<file path="src/hw/rtl/dalt_pkg.sv">
// Shared types, widths and helpers for the dual-axis light tracker servo core.
// No dependencies; imported by every module of the block.
package dalt_pkg;

  localparam int unsigned AngleW    = 8;
  localparam int unsigned LightW    = 8;
  localparam int unsigned SumW      = LightW + 1;
  localparam int unsigned DeadbandW = 9;
  localparam int unsigned PeriodW   = 8;
  localparam int unsigned CountW    = 8;
  localparam int unsigned OnTimeW   = 5;

  localparam int unsigned MaxAngleDefault = 180;
  localparam int unsigned PanResetAngle   = 180;
  localparam int unsigned TiltResetAngle  = 90;
  localparam int unsigned DeadbandReset   = 20;
  localparam int unsigned PeriodReset     = 117;

  // on-time = floor((angle + 180) / 27), done as multiply by 2^15/27 rounded up
  localparam int unsigned OnTimeBias  = 180;
  localparam int unsigned OnTimeRecip = 1214;
  localparam int unsigned OnTimeShift = 15;
  localparam int unsigned OnTimeProdW = SumW + 11;

  typedef enum logic {
    CMD_SAMPLE = 1'b0,
    CMD_TICK   = 1'b1
  } cmd_e;

  typedef enum logic {
    CFG_DEADBAND = 1'b0,
    CFG_PERIOD   = 1'b1
  } cfg_idx_e;

  typedef struct packed {
    logic              pan_pulse;
    logic              tilt_pulse;
    logic [AngleW-1:0] pan_angle;
    logic [AngleW-1:0] tilt_angle;
  } result_t;

  function automatic logic [OnTimeW-1:0] on_time(input logic [AngleW-1:0] angle);
    logic [SumW-1:0]        x;
    logic [OnTimeProdW-1:0] prod;
    x    = SumW'(angle) + SumW'(OnTimeBias);
    prod = OnTimeProdW'(x) * OnTimeProdW'(OnTimeRecip);
    return OnTimeW'(prod >> OnTimeShift);
  endfunction

endpackage

</file>
<file path="src/hw/rtl/dual_axis_light_tracker_servo_core.sv">
// Top level of the dual-axis light tracker servo core: handshakes, config
// registers, input and result registers. Depends on dalt_pkg, dalt_axis_step,
// dalt_pulse_chan.
//
//  channel | direction | handshake            | payload
//  --------+-----------+----------------------+----------------------------------
//  in      | to core   | in_valid_i/in_stall_o | command, four light readings
//  out     | from core | out_valid_o/out_stall_i | pulse levels, pan/tilt angles
//  cfg     | to core   | cfg_valid_i/cfg_ready_o | cfg_index_i, cfg_data_i
//
//  One request per cycle unless held by out_stall_i. Input register, then result
//  register. State updates as a request moves into the result register.
//  Reset (async, active low): pan 180, tilt 90, counters and levels 0,
//  deadband 20, period 117. Config always ready, one write per cycle.
//  in_stall_o rises only when the input register is full and the result
//  register is held by out_stall_i.
module dual_axis_light_tracker_servo_core #(
  parameter int unsigned MaxAngle = dalt_pkg::MaxAngleDefault
) (
  input  logic                           clk_i,
  input  logic                           rst_ni,
  input  logic                           in_valid_i,
  output logic                           in_stall_o,
  input  logic                           command_i,
  input  logic [dalt_pkg::LightW-1:0]    light_top_left_i,
  input  logic [dalt_pkg::LightW-1:0]    light_top_right_i,
  input  logic [dalt_pkg::LightW-1:0]    light_bottom_right_i,
  input  logic [dalt_pkg::LightW-1:0]    light_bottom_left_i,
  output logic                           out_valid_o,
  input  logic                           out_stall_i,
  output logic                           pan_pulse_o,
  output logic                           tilt_pulse_o,
  output logic [dalt_pkg::AngleW-1:0]    pan_angle_o,
  output logic [dalt_pkg::AngleW-1:0]    tilt_angle_o,
  input  logic                           cfg_valid_i,
  output logic                           cfg_ready_o,
  input  logic                           cfg_index_i,
  input  logic [dalt_pkg::DeadbandW-1:0] cfg_data_i
);
  import dalt_pkg::*;

  // config registers
  logic [DeadbandW-1:0] deadband_q;
  logic [PeriodW-1:0]   period_q;

  assign cfg_ready_o = 1'b1;

  always_ff @(posedge clk_i or negedge rst_ni) begin
    if (!rst_ni) begin
      deadband_q <= DeadbandW'(DeadbandReset);
      period_q   <= PeriodW'(PeriodReset);
    end else if (cfg_valid_i && cfg_ready_o) begin
      case (cfg_idx_e'(cfg_index_i))
        CFG_DEADBAND: deadband_q <= cfg_data_i;
        CFG_PERIOD:   period_q   <= PeriodW'(cfg_data_i);
        default: ;
      endcase
    end
  end

  // handshake control
  logic s1_valid_q, out_valid_q;
  logic in_acc, out_ready, s1_fire;

  assign out_ready  = !out_valid_q || !out_stall_i;
  assign s1_fire    = s1_valid_q && out_ready;
  assign in_stall_o = s1_valid_q && !out_ready;
  assign in_acc     = in_valid_i && !in_stall_o;

  always_ff @(posedge clk_i or negedge rst_ni) begin
    if (!rst_ni) begin
      s1_valid_q  <= 1'b0;
      out_valid_q <= 1'b0;
    end else begin
      if (in_acc) begin
        s1_valid_q <= 1'b1;
      end else if (s1_fire) begin
        s1_valid_q <= 1'b0;
      end
      if (s1_fire) begin
        out_valid_q <= 1'b1;
      end else if (!out_stall_i) begin
        out_valid_q <= 1'b0;
      end
    end
  end

  // input register
  logic              cmd_q;
  logic [LightW-1:0] tl_q, tr_q, br_q, bl_q;

  always_ff @(posedge clk_i) begin
    if (in_acc) begin
      cmd_q <= command_i;
      tl_q  <= light_top_left_i;
      tr_q  <= light_top_right_i;
      br_q  <= light_bottom_right_i;
      bl_q  <= light_bottom_left_i;
    end
  end

  // datapath
  logic              sample_en, tick_en;
  logic [SumW-1:0]   left_sum, right_sum, top_sum, bottom_sum;
  logic [AngleW-1:0] pan_angle, tilt_angle, pan_angle_d, tilt_angle_d;
  logic              pan_level_d, tilt_level_d;

  assign sample_en  = s1_fire && (cmd_e'(cmd_q) == CMD_SAMPLE);
  assign tick_en    = s1_fire && (cmd_e'(cmd_q) == CMD_TICK);
  assign left_sum   = SumW'(tl_q) + SumW'(bl_q);
  assign right_sum  = SumW'(tr_q) + SumW'(br_q);
  assign top_sum    = SumW'(tl_q) + SumW'(tr_q);
  assign bottom_sum = SumW'(bl_q) + SumW'(br_q);

  dalt_axis_step #(
    .MaxAngle   (MaxAngle),
    .ResetAngle (PanResetAngle)
  ) u_pan_axis (
    .clk_i        (clk_i),
    .rst_ni       (rst_ni),
    .step_en_i    (sample_en),
    .up_sum_i     (right_sum),
    .down_sum_i   (left_sum),
    .deadband_i   (deadband_q),
    .angle_o      (pan_angle),
    .angle_next_o (pan_angle_d)
  );

  dalt_axis_step #(
    .MaxAngle   (MaxAngle),
    .ResetAngle (TiltResetAngle)
  ) u_tilt_axis (
    .clk_i        (clk_i),
    .rst_ni       (rst_ni),
    .step_en_i    (sample_en),
    .up_sum_i     (top_sum),
    .down_sum_i   (bottom_sum),
    .deadband_i   (deadband_q),
    .angle_o      (tilt_angle),
    .angle_next_o (tilt_angle_d)
  );

  dalt_pulse_chan u_pan_pulse (
    .clk_i        (clk_i),
    .rst_ni       (rst_ni),
    .tick_i       (tick_en),
    .angle_i      (pan_angle),
    .period_i     (period_q),
    .level_next_o (pan_level_d)
  );

  dalt_pulse_chan u_tilt_pulse (
    .clk_i        (clk_i),
    .rst_ni       (rst_ni),
    .tick_i       (tick_en),
    .angle_i      (tilt_angle),
    .period_i     (period_q),
    .level_next_o (tilt_level_d)
  );

  // result register
  result_t res_q, res_d;

  always_comb begin
    res_d.pan_pulse  = pan_level_d;
    res_d.tilt_pulse = tilt_level_d;
    res_d.pan_angle  = pan_angle_d;
    res_d.tilt_angle = tilt_angle_d;
  end

  always_ff @(posedge clk_i) begin
    if (s1_fire) res_q <= res_d;
  end

  assign out_valid_o  = out_valid_q;
  assign pan_pulse_o  = res_q.pan_pulse;
  assign tilt_pulse_o = res_q.tilt_pulse;
  assign pan_angle_o  = res_q.pan_angle;
  assign tilt_angle_o = res_q.tilt_angle;

  // stall only while a request waits behind a held result
  assert property (@(posedge clk_i) disable iff (!rst_ni)
    in_stall_o |-> s1_valid_q && out_valid_q)
    else $error("input stalled with free pipeline slot");

  // a request leaving the input register shows up as a result
  assert property (@(posedge clk_i) disable iff (!rst_ni)
    s1_fire |=> out_valid_q && (res_q.pan_angle == pan_angle))
    else $error("result lost or angle mismatch");

endmodule

</file>
<file path="src/hw/rtl/dalt_axis_step.sv">
// One tracker axis: holds the angle and moves it at most one degree per sample.
// Depends on dalt_pkg.
module dalt_axis_step #(
  parameter int unsigned MaxAngle   = dalt_pkg::MaxAngleDefault,
  parameter int unsigned ResetAngle = dalt_pkg::PanResetAngle
) (
  input  logic                           clk_i,
  input  logic                           rst_ni,
  input  logic                           step_en_i,
  input  logic [dalt_pkg::SumW-1:0]      up_sum_i,
  input  logic [dalt_pkg::SumW-1:0]      down_sum_i,
  input  logic [dalt_pkg::DeadbandW-1:0] deadband_i,
  output logic [dalt_pkg::AngleW-1:0]    angle_o,
  output logic [dalt_pkg::AngleW-1:0]    angle_next_o
);
  import dalt_pkg::*;

  localparam logic [AngleW-1:0] MaxAngleL = AngleW'(MaxAngle);

  logic [AngleW-1:0] angle_q, angle_d;
  logic [SumW-1:0]   up_diff, down_diff;
  logic              go_up, go_down;

  // true difference, 9 bits, no wrap
  assign up_diff   = up_sum_i - down_sum_i;
  assign down_diff = down_sum_i - up_sum_i;
  assign go_up     = (up_sum_i > down_sum_i) && (DeadbandW'(up_diff) >= deadband_i);
  assign go_down   = (down_sum_i > up_sum_i) && (DeadbandW'(down_diff) >= deadband_i);

  always_comb begin
    angle_d = angle_q;
    if (step_en_i) begin
      if (go_up) begin
        if (angle_q < MaxAngleL) angle_d = angle_q + AngleW'(1);
      end else if (go_down) begin
        if (angle_q != '0) angle_d = angle_q - AngleW'(1);
      end
    end
  end

  always_ff @(posedge clk_i or negedge rst_ni) begin
    if (!rst_ni) begin
      angle_q <= AngleW'(ResetAngle);
    end else begin
      angle_q <= angle_d;
    end
  end

  assign angle_o      = angle_q;
  assign angle_next_o = angle_d;

  // angle only moves on a sample
  assert property (@(posedge clk_i) disable iff (!rst_ni)
    !$past(step_en_i) |-> angle_q == $past(angle_q))
    else $error("axis angle moved without a sample");

endmodule

</file>
<file path="src/hw/rtl/dalt_pulse_chan.sv">
// One servo pulse channel: tick counter, on-time compare and output level.
// Depends on dalt_pkg.
module dalt_pulse_chan (
  input  logic                         clk_i,
  input  logic                         rst_ni,
  input  logic                         tick_i,
  input  logic [dalt_pkg::AngleW-1:0]  angle_i,
  input  logic [dalt_pkg::PeriodW-1:0] period_i,
  output logic                         level_next_o
);
  import dalt_pkg::*;

  logic [CountW-1:0]  count_q, count_d, count_inc;
  logic               level_q, level_d;
  logic [OnTimeW-1:0] on_ticks;

  assign on_ticks  = on_time(angle_i);
  assign count_inc = count_q + CountW'(1);

  always_comb begin
    count_d = count_q;
    level_d = level_q;
    if (tick_i) begin
      count_d = count_inc;
      if (count_inc <= CountW'(on_ticks)) begin
        level_d = 1'b1;
      end else begin
        level_d = 1'b0;
        if (count_inc == CountW'(period_i)) count_d = '0;
      end
    end
  end

  always_ff @(posedge clk_i or negedge rst_ni) begin
    if (!rst_ni) begin
      count_q <= '0;
      level_q <= 1'b0;
    end else begin
      count_q <= count_d;
      level_q <= level_d;
    end
  end

  assign level_next_o = level_d;

  // counter and level hold between ticks
  assert property (@(posedge clk_i) disable iff (!rst_ni)
    !$past(tick_i) |-> (count_q == $past(count_q)) && (level_q == $past(level_q)))
    else $error("pulse channel changed without a tick");

endmodule
</file>
<file path="config.mk">
export PLATFORM = sky130hd
export DESIGN_NAME = dual_axis_light_tracker_servo_core
export DESIGN_NICKNAME = d
export VERILOG_FILES = /design/src/hw/rtl/dalt_pkg.sv /design/src/hw/rtl/dual_axis_light_tracker_servo_core.sv /design/src/hw/rtl/dalt_axis_step.sv /design/src/hw/rtl/dalt_pulse_chan.sv
export SDC_FILE = /design/constraint.sdc
export NUM_CORES = 1
export LEC_CHECK = 0
export BUFFER_PORTS_ARGS = -buffer_cell sky130_fd_sc_hd__buf_2
export CORE_ASPECT_RATIO = 2
export CORE_MARGIN = 2
export CORE_UTILIZATION = 50
export DETAILED_ROUTE_END_ITERATION = 12
export GPL_TIMING_DRIVEN = 0
export PLACE_DENSITY = 0.67
export SYNTH_ARGS = -nofsm -noshare
export SYNTH_HDL_FRONTEND = slang
export SYNTH_HIERARCHICAL = 1
export SYNTH_SLANG_ARGS = --single-unit
</file>
<file path="constraint.sdc">
create_clock -name clk_i -period 11 [get_ports clk_i]
set_input_delay 1.1 -clock clk_i [delete_from_list [all_inputs] [get_ports clk_i]]
set_output_delay 1.1 -clock clk_i [all_outputs]
set_load 0.01 [all_outputs]
</file>
==> flow_summary.ini, run 1 <==
[finish]
largest_reg_flops = 9
drive_above_1_share = 0.143
layout_commonest_cell = ha_1
finalCoreUtilization = 0.550
final_cell_mix = 210 x ha_1, 200 x inv_1, 78 x a21oi_1
largest-register = deadband_q
nets = 1661
syn_to_final_growth_pct = 8.31
fin_area_sq_um = 13200
n_antenna_cell = 0

[timing]
fin_crit_ns = 7.01
fmax_mhz = 143
worst_slew_margin_rel = 0.188
rsz0062_at_grt = false
skew_ns = 0.0102
slew_viol_final = 0
final.setup.tns_ns = 0
finalHoldViolations = 0
period_share = 0.637
finalSetupViolCount = 0
worst_pin_slew_ns = 1.22
hold_ws_ns = 0.504

[cts]
cts-root-buf = clkbuf_16
cts_made_buffers = 9
worstSkewPairLatency_ns = 0.37
clk_pin_slew_worst_paths_ns = 0.08
postCtsHoldBufs = 0
clockBufferDepth = 2
tritoncts = done
ctsResizeCount = 0
post_cts_buffers = 0
clock_sinks = 104
htree_levels = 3

[place]
place_congestion = 0.927
placed_area_sq_um = 12900
hpwlAfterDp_mm = 24.4
numPortBuffers = 67

[critical_path]
cp_max_fo = 13
start_kind = register
critical_path_arrival_ns = 7.32
cp-end-kind = register
path_class = register to register
required_ns = 11.32

[grt]
grt_overflow = 0
grt_pass1_wl_mm = 46.5
track_usage = 0.233
grt_pass1_vias = 9928
antenna_found_initial = 0
grt_max_degree = 54

[route]
num_vias = 9596
drt-total-wl_mm = 28.9
drc_errors = 0
post_drt_wl_per_cell_um = 17.6
viasPerCell = 5.85
drt_iter0_drc = 368
dr.pass1.iters = 5
ant_nets = 0

[logic_synthesis]
syn_area_sq_um = 12200
synth.distinct_cells = 95
synth-simple-area-share = 0.121
yosysWarningCount = 6
synth.avg_cell_area_sq_um = 9.56
synth_compound_area_frac = 0.161
synthXorXnorAreaFrac = 0.0751
synthFlopType = edfxtp_1
ys_ff_latch = 104
synth-adder-area-share = 0.305
ys_async_sr_fraction = 0.510
ys_seq_area_frac = 0.237
synthesis.instances = 1271
synthMuxAreaShare = 0.0243
synth-edff-count = 51
syn_nets = 1583
synth_top_family_by_area = adder cells

[run]
maxCapViolations = 0

[die]
die_h_um = 225
start_util = 0.508
coreArea_sq_um = 23900
rows = 80
die_w_um = 114
die_area_sq_um = 25700
boundaryPins = 69

[run_status]
outcome = completed

[hold_path]
hold_class = register to register
cells by family after synthesis:
| family | after synthesis |
|---|---|
| other cells | 1 |
| compound gates | 279 |
| mux | 27 |
| xor+xnor | 101 |
| flops | 104 |
| fa+ha+maj | 264 |
| buf+inv | 230 |
| simple gates | 265 |
cell usage after synthesis (15+ instances only):
| cell type | n | area share |
|---|---|---|
| dfstp_2 | 15 | 0.032 |
| mux2_2 | 20 | 0.019 |
| nand4_1 | 25 | 0.013 |
| a21oi_1 | 78 | 0.032 |
| nor2_1 | 45 | 0.014 |
| nand3_1 | 29 | 0.012 |
| ha_1 | 210 | 0.22 |
| dfrtp_1 | 38 | 0.078 |
| a21o_1 | 21 | 0.013 |
| fa_1 | 54 | 0.089 |
| xor2_1 | 30 | 0.022 |
| o21ai_0 | 37 | 0.015 |
| edfxtp_1 | 51 | 0.13 |
| o21bai_1 | 17 | 0.010 |
| inv_1 | 200 | 0.062 |
| nor3_1 | 21 | 0.0086 |
| nor2b_1 | 19 | 0.0098 |
| xnor2_1 | 68 | 0.049 |
| nand2_1 | 42 | 0.013 |
final timing paths:
kind | start | end | slack (ns) | cells past startpoint
worst min-delay path | u_pan_pulse/level_q$_DFF_PN0_ | u_pan_pulse/level_q$_DFF_PN0_ | 0.50 | 1
worst max register to register | u_pan_axis/angle_o[2]$_DFF_PN1_ | u_pan_pulse/count_q[6]$_DFFE_PN0P_ | 3.99 | 25
max in group asynchronous | rst_ni | u_tilt_axis/angle_o[0]$_DFF_PN0_ | 9.26 | 1
worst min register to register | u_pan_pulse/level_q$_DFF_PN0_ | u_pan_pulse/level_q$_DFF_PN0_ | 0.50 | 1
min in group asynchronous | rst_ni | deadband_q[8]$_DFFE_PN0P_ | 0.98 | 1
worst max-delay path | u_pan_axis/angle_o[2]$_DFF_PN1_ | u_pan_pulse/count_q[6]$_DFFE_PN0P_ | 3.99 | 25
routing by layer:
| metal | vias to the layer above | wire, um | part of all wire | global-route usage |
|---|---|---|---|---|
| met5 | - | 0 | 0 | 0 |
| met4 | 0 | 1840 | 0.064 | 0.148 |
| met3 | 87 | 832 | 0.029 | 0.0272 |
| met2 | 237 | 17000 | 0.59 | 0.478 |
| met1 | 4656 | 9210 | 0.32 | 0.200 |
| li1 | 4616 | - | - | - |
final cells by class:
| class | instances | area (sq um) |
|---|---|---|
| plain buffers | 29 | 186 |
| repair buffers | 67 | 335 |
| flip-flops and latches | 104 | 2880 |
| well taps | 287 | 359 |
| multi-input cells | 937 | 8340 |
| clock inverters | 5 | 38.8 |
| inverters | 201 | 754 |
| clock buffers | 11 | 275 |
| fillers | 2177 | 10800 |
critical path: stages (launching register included):
cell,delay (ns)
dfstp_2,0.74
ha_1,0.24
nor3_1,0.09
xnor2_1,0.59
inv_1,0.14
fa_1,0.56
fa_1,0.56
inv_1,0.05
fa_1,0.53
inv_1,0.05
fa_1,0.53
inv_1,0.04
ha_1,0.26
nand2_1,0.06
o311ai_1,0.50
nand4_1,0.16
nand2_1,0.12
xnor2_1,0.13
ha_1,0.25
and3_1,0.18
a211oi_1,0.23
a32oi_1,0.15
o211ai_2,0.23
a21oi_4,0.11
nor4bb_1,0.29
a21o_1,0.12
per-stage QoR:
stage | worst slack [ns] | cells
after CTS | 3.97 | 1641
after global placement | 4.11 | 1625
after detailed placement | 3.99 | 1625
after floorplan | 4.90 | 1271
after global routing | 3.55 | 1641
final | 3.99 | 1641
Power of run 1 is left out: the tool's default activity adds up to more than one toggle a clock period on the data nets, which glitch-free logic cannot reach.
==> inputs of run 2 (changes only) <==
Settings changed: ABC_AREA set to 1, PLACE_DENSITY 0.67 to 0.7.
Clock period 11 ns to 5.92 ns, I/O delays scaled along.
==> run 2 against run 1 <==
Die area grew 9.6%. Utilization increased by 1.1 points. Fmax up 25%. Non-clock buffer count rose by 14. Clock skew decreased by 0.0046 ns. Hold slack worse by 0.10 ns. Critical endpoint is now u_pan_pulse/count_q[5]$_DFFE_PN0P_.
==> flow_summary.ini, run 2 <==
[run_status]
outcome = completed

[logic_synthesis]
ys_async_sr_fraction = 0.510
yosysMostFrequentCell = nand2_1
yosys-top-cells-count = 493 x nand2_1, 349 x inv_1, 210 x ha_1
synth_top_area_cell = ha_1
ys_seq_area_frac = 0.215
synthFlopType = edfxtp_1
synth.distinct_cells = 54
synthesis.instances = 1805
synth-adder-area-share = 0.278
synth_compound_area_frac = 0.0726
synthMuxAreaShare = 0.000843
synth-simple-area-share = 0.276
synth_area_leaders = ha_1 20%, nand2_1 14%, edfxtp_1 11%
syn_nets = 2117
ys_ff_latch = 104
syn_area_sq_um = 13400
synth-edff-count = 51
synthXorXnorAreaFrac = 0.0446
yosysWarningCount = 6
synth.top_cell.area_share = 0.197
synth.avg_cell_area_sq_um = 7.40
synth_top_family_by_area = adder cells

[critical_path]
crit_top_cell = nand2_1
path_class = register to register
cp_num_buf_inv = 3
cp-end-kind = register
critPathSlowestCell = dfstp_2
slowest_delay_ns = 0.56
cp_max_fo = 8
crit_family = adder cells
reg2reg_depth = 31
critical_path_arrival_ns = 5.88
r2r_start = u_pan_axis/angle_o[2]$_DFF_PN1_
reg2reg_to = u_pan_pulse/count_q[5]$_DFFE_PN0P_
r2r_slack_ns = 0.29
critPathCapture = u_pan_pulse/count_q[5]$_DFFE_PN0P_
start_kind = register
startpoint = u_pan_axis/angle_o[2]$_DFF_PN1_
crit_cells = 31
required_ns = 6.18

[finish]
n_fill_cell = 2533
n_antenna_cell = 0
layout_commonest_cell = nand2_1
final_cell_mix = 486 x nand2_1, 345 x inv_1, 206 x ha_1
syn_to_final_growth_pct = 10.3
nets = 2212
fin_area_sq_um = 14700
largest-register = deadband_q
largest_reg_flops = 9
drive_above_1_share = 0.139

[route]
drc_errors = 0
viasPerCell = 5.13
drt_iter0_drc = 377
dr.pass1.iters = 5
ant_nets = 0
drt-total-wl_mm = 32.7
post_drt_wl_per_cell_um = 14.6
num_vias = 11500

[cts]
cts-root-buf = clkbuf_16
worstSkewPairLatency_ns = 0.36
postCtsHoldBufs = 0
tritoncts = done
clock_sinks = 104
clockBufferDepth = 2
clk_pin_slew_worst_paths_ns = 0.07
cts_made_buffers = 9
htree_levels = 3

[die]
die_h_um = 235
coreArea_sq_um = 26300
start_util = 0.508
die_area_sq_um = 28100
die_w_um = 120
boundaryPins = 69
rows = 84

[timing]
worst_slew_margin_rel = 0.180
finalWorstSetupSlack_ns = 0.293
fmax_mhz = 178
fin_crit_ns = 5.63
period_share = 0.950
hold_ws_ns = 0.401
finalHoldViolations = 0
slew_viol_final = 0
worst_pin_slew_ns = 1.23
finalSetupViolCount = 0
skew_ns = 0.00557

[place]
pre_cts_slack_ns = -0.238
numPortBuffers = 67
hpwlAfterDp_mm = 27.7
place_congestion = 1.06
placed_area_sq_um = 14100

[grt]
grt_max_degree = 54
grt_pass1_wl_mm = 53.5
antenna_found_initial = 0
use_met2 = 0.487
met1_usage = 0.209
track_usage = 0.238
grt_overflow = 0
use_met3 = 0.0225
grt_pass1_vias = 11900
grt-busiest-layer = met2

[hold_path]
hold_class = input pin to register
hold_depth = 1

[run]
maxCapViolations = 0
-- run 2: metal layers --
metal | wire, um | up-vias | share of wire
met5 | 0 | - | 0
met4 | 2170 | 0 | 0.066
met3 | 814 | 97 | 0.025
met2 | 18900 | 234 | 0.58
met1 | 10900 | 5331 | 0.33
li1 | - | 5882 | -
-- run 2: final cells by class --
cell class,instances,area [sq um],share of cell area
flip-flops and latches,104,2880,0.195
plain buffers,26,168,0.0114
well taps,344,430,0.0292
repair buffers,84,483,0.0328
clock inverters,7,56.3,0.00382
clock buffers,9,225,0.0153
multi-input cells,1317,9160,0.621
inverters,358,1340,0.0912
-- run 2: stage by stage --
step           TNS [ns]  instances  utilization
2_1_floorplan         0       1805            -
3_3_place_gp      -1.80       2216        0.538
3_5_place_dp      -2.99       2216        0.538
4_1_cts               0       2233        0.549
5_1_grt          -0.643       2249        0.561
6_report              0       2249        0.561
-- run 2: how the worst min path moves through the flow --
stage                              startpoint                             end  slack, ns
2_1_floorplan                          rst_ni       deadband_q[0]$_DFFE_PN0P_       0.30
3_3_place_gp           s1_valid_q$_DFFE_PN0P_         out_valid_o$_DFFE_PN0P_       0.45
3_5_place_dp   u_tilt_pulse/level_q$_DFF_PN0_  u_tilt_pulse/level_q$_DFF_PN0_       0.47
4_1_cts               light_bottom_right_i[6]               br_q[6]$_DFFE_PP_       0.39
5_1_grt                   light_top_left_i[6]               tl_q[6]$_DFFE_PP_       0.39
6_report               light_bottom_left_i[0]               bl_q[0]$_DFFE_PP_       0.40
-- run 2: repair_timing --
item / in CTS / in global routing
endpoints found under the setup margin: 19 / 20
gates resized for setup: 10 / 37
pin swaps: 0 / 19
cloned: 0 / 0
buffers inserted: 1 / 15
-- run 2: cell families (layout without fill, tap and decap cells) --
| family | Yosys count | after routing |
|---|---|---|
| mux | 1 | 1 |
| compound gates | 172 | 172 |
| other cells | 1 | 1 |
| simple gates | 811 | 811 |
| flops | 104 | 104 |
| fa+ha+maj | 264 | 264 |
| buf+inv | 384 | 484 |
| xor+xnor | 68 | 68 |
Power of run 2 is left out for the same reason.
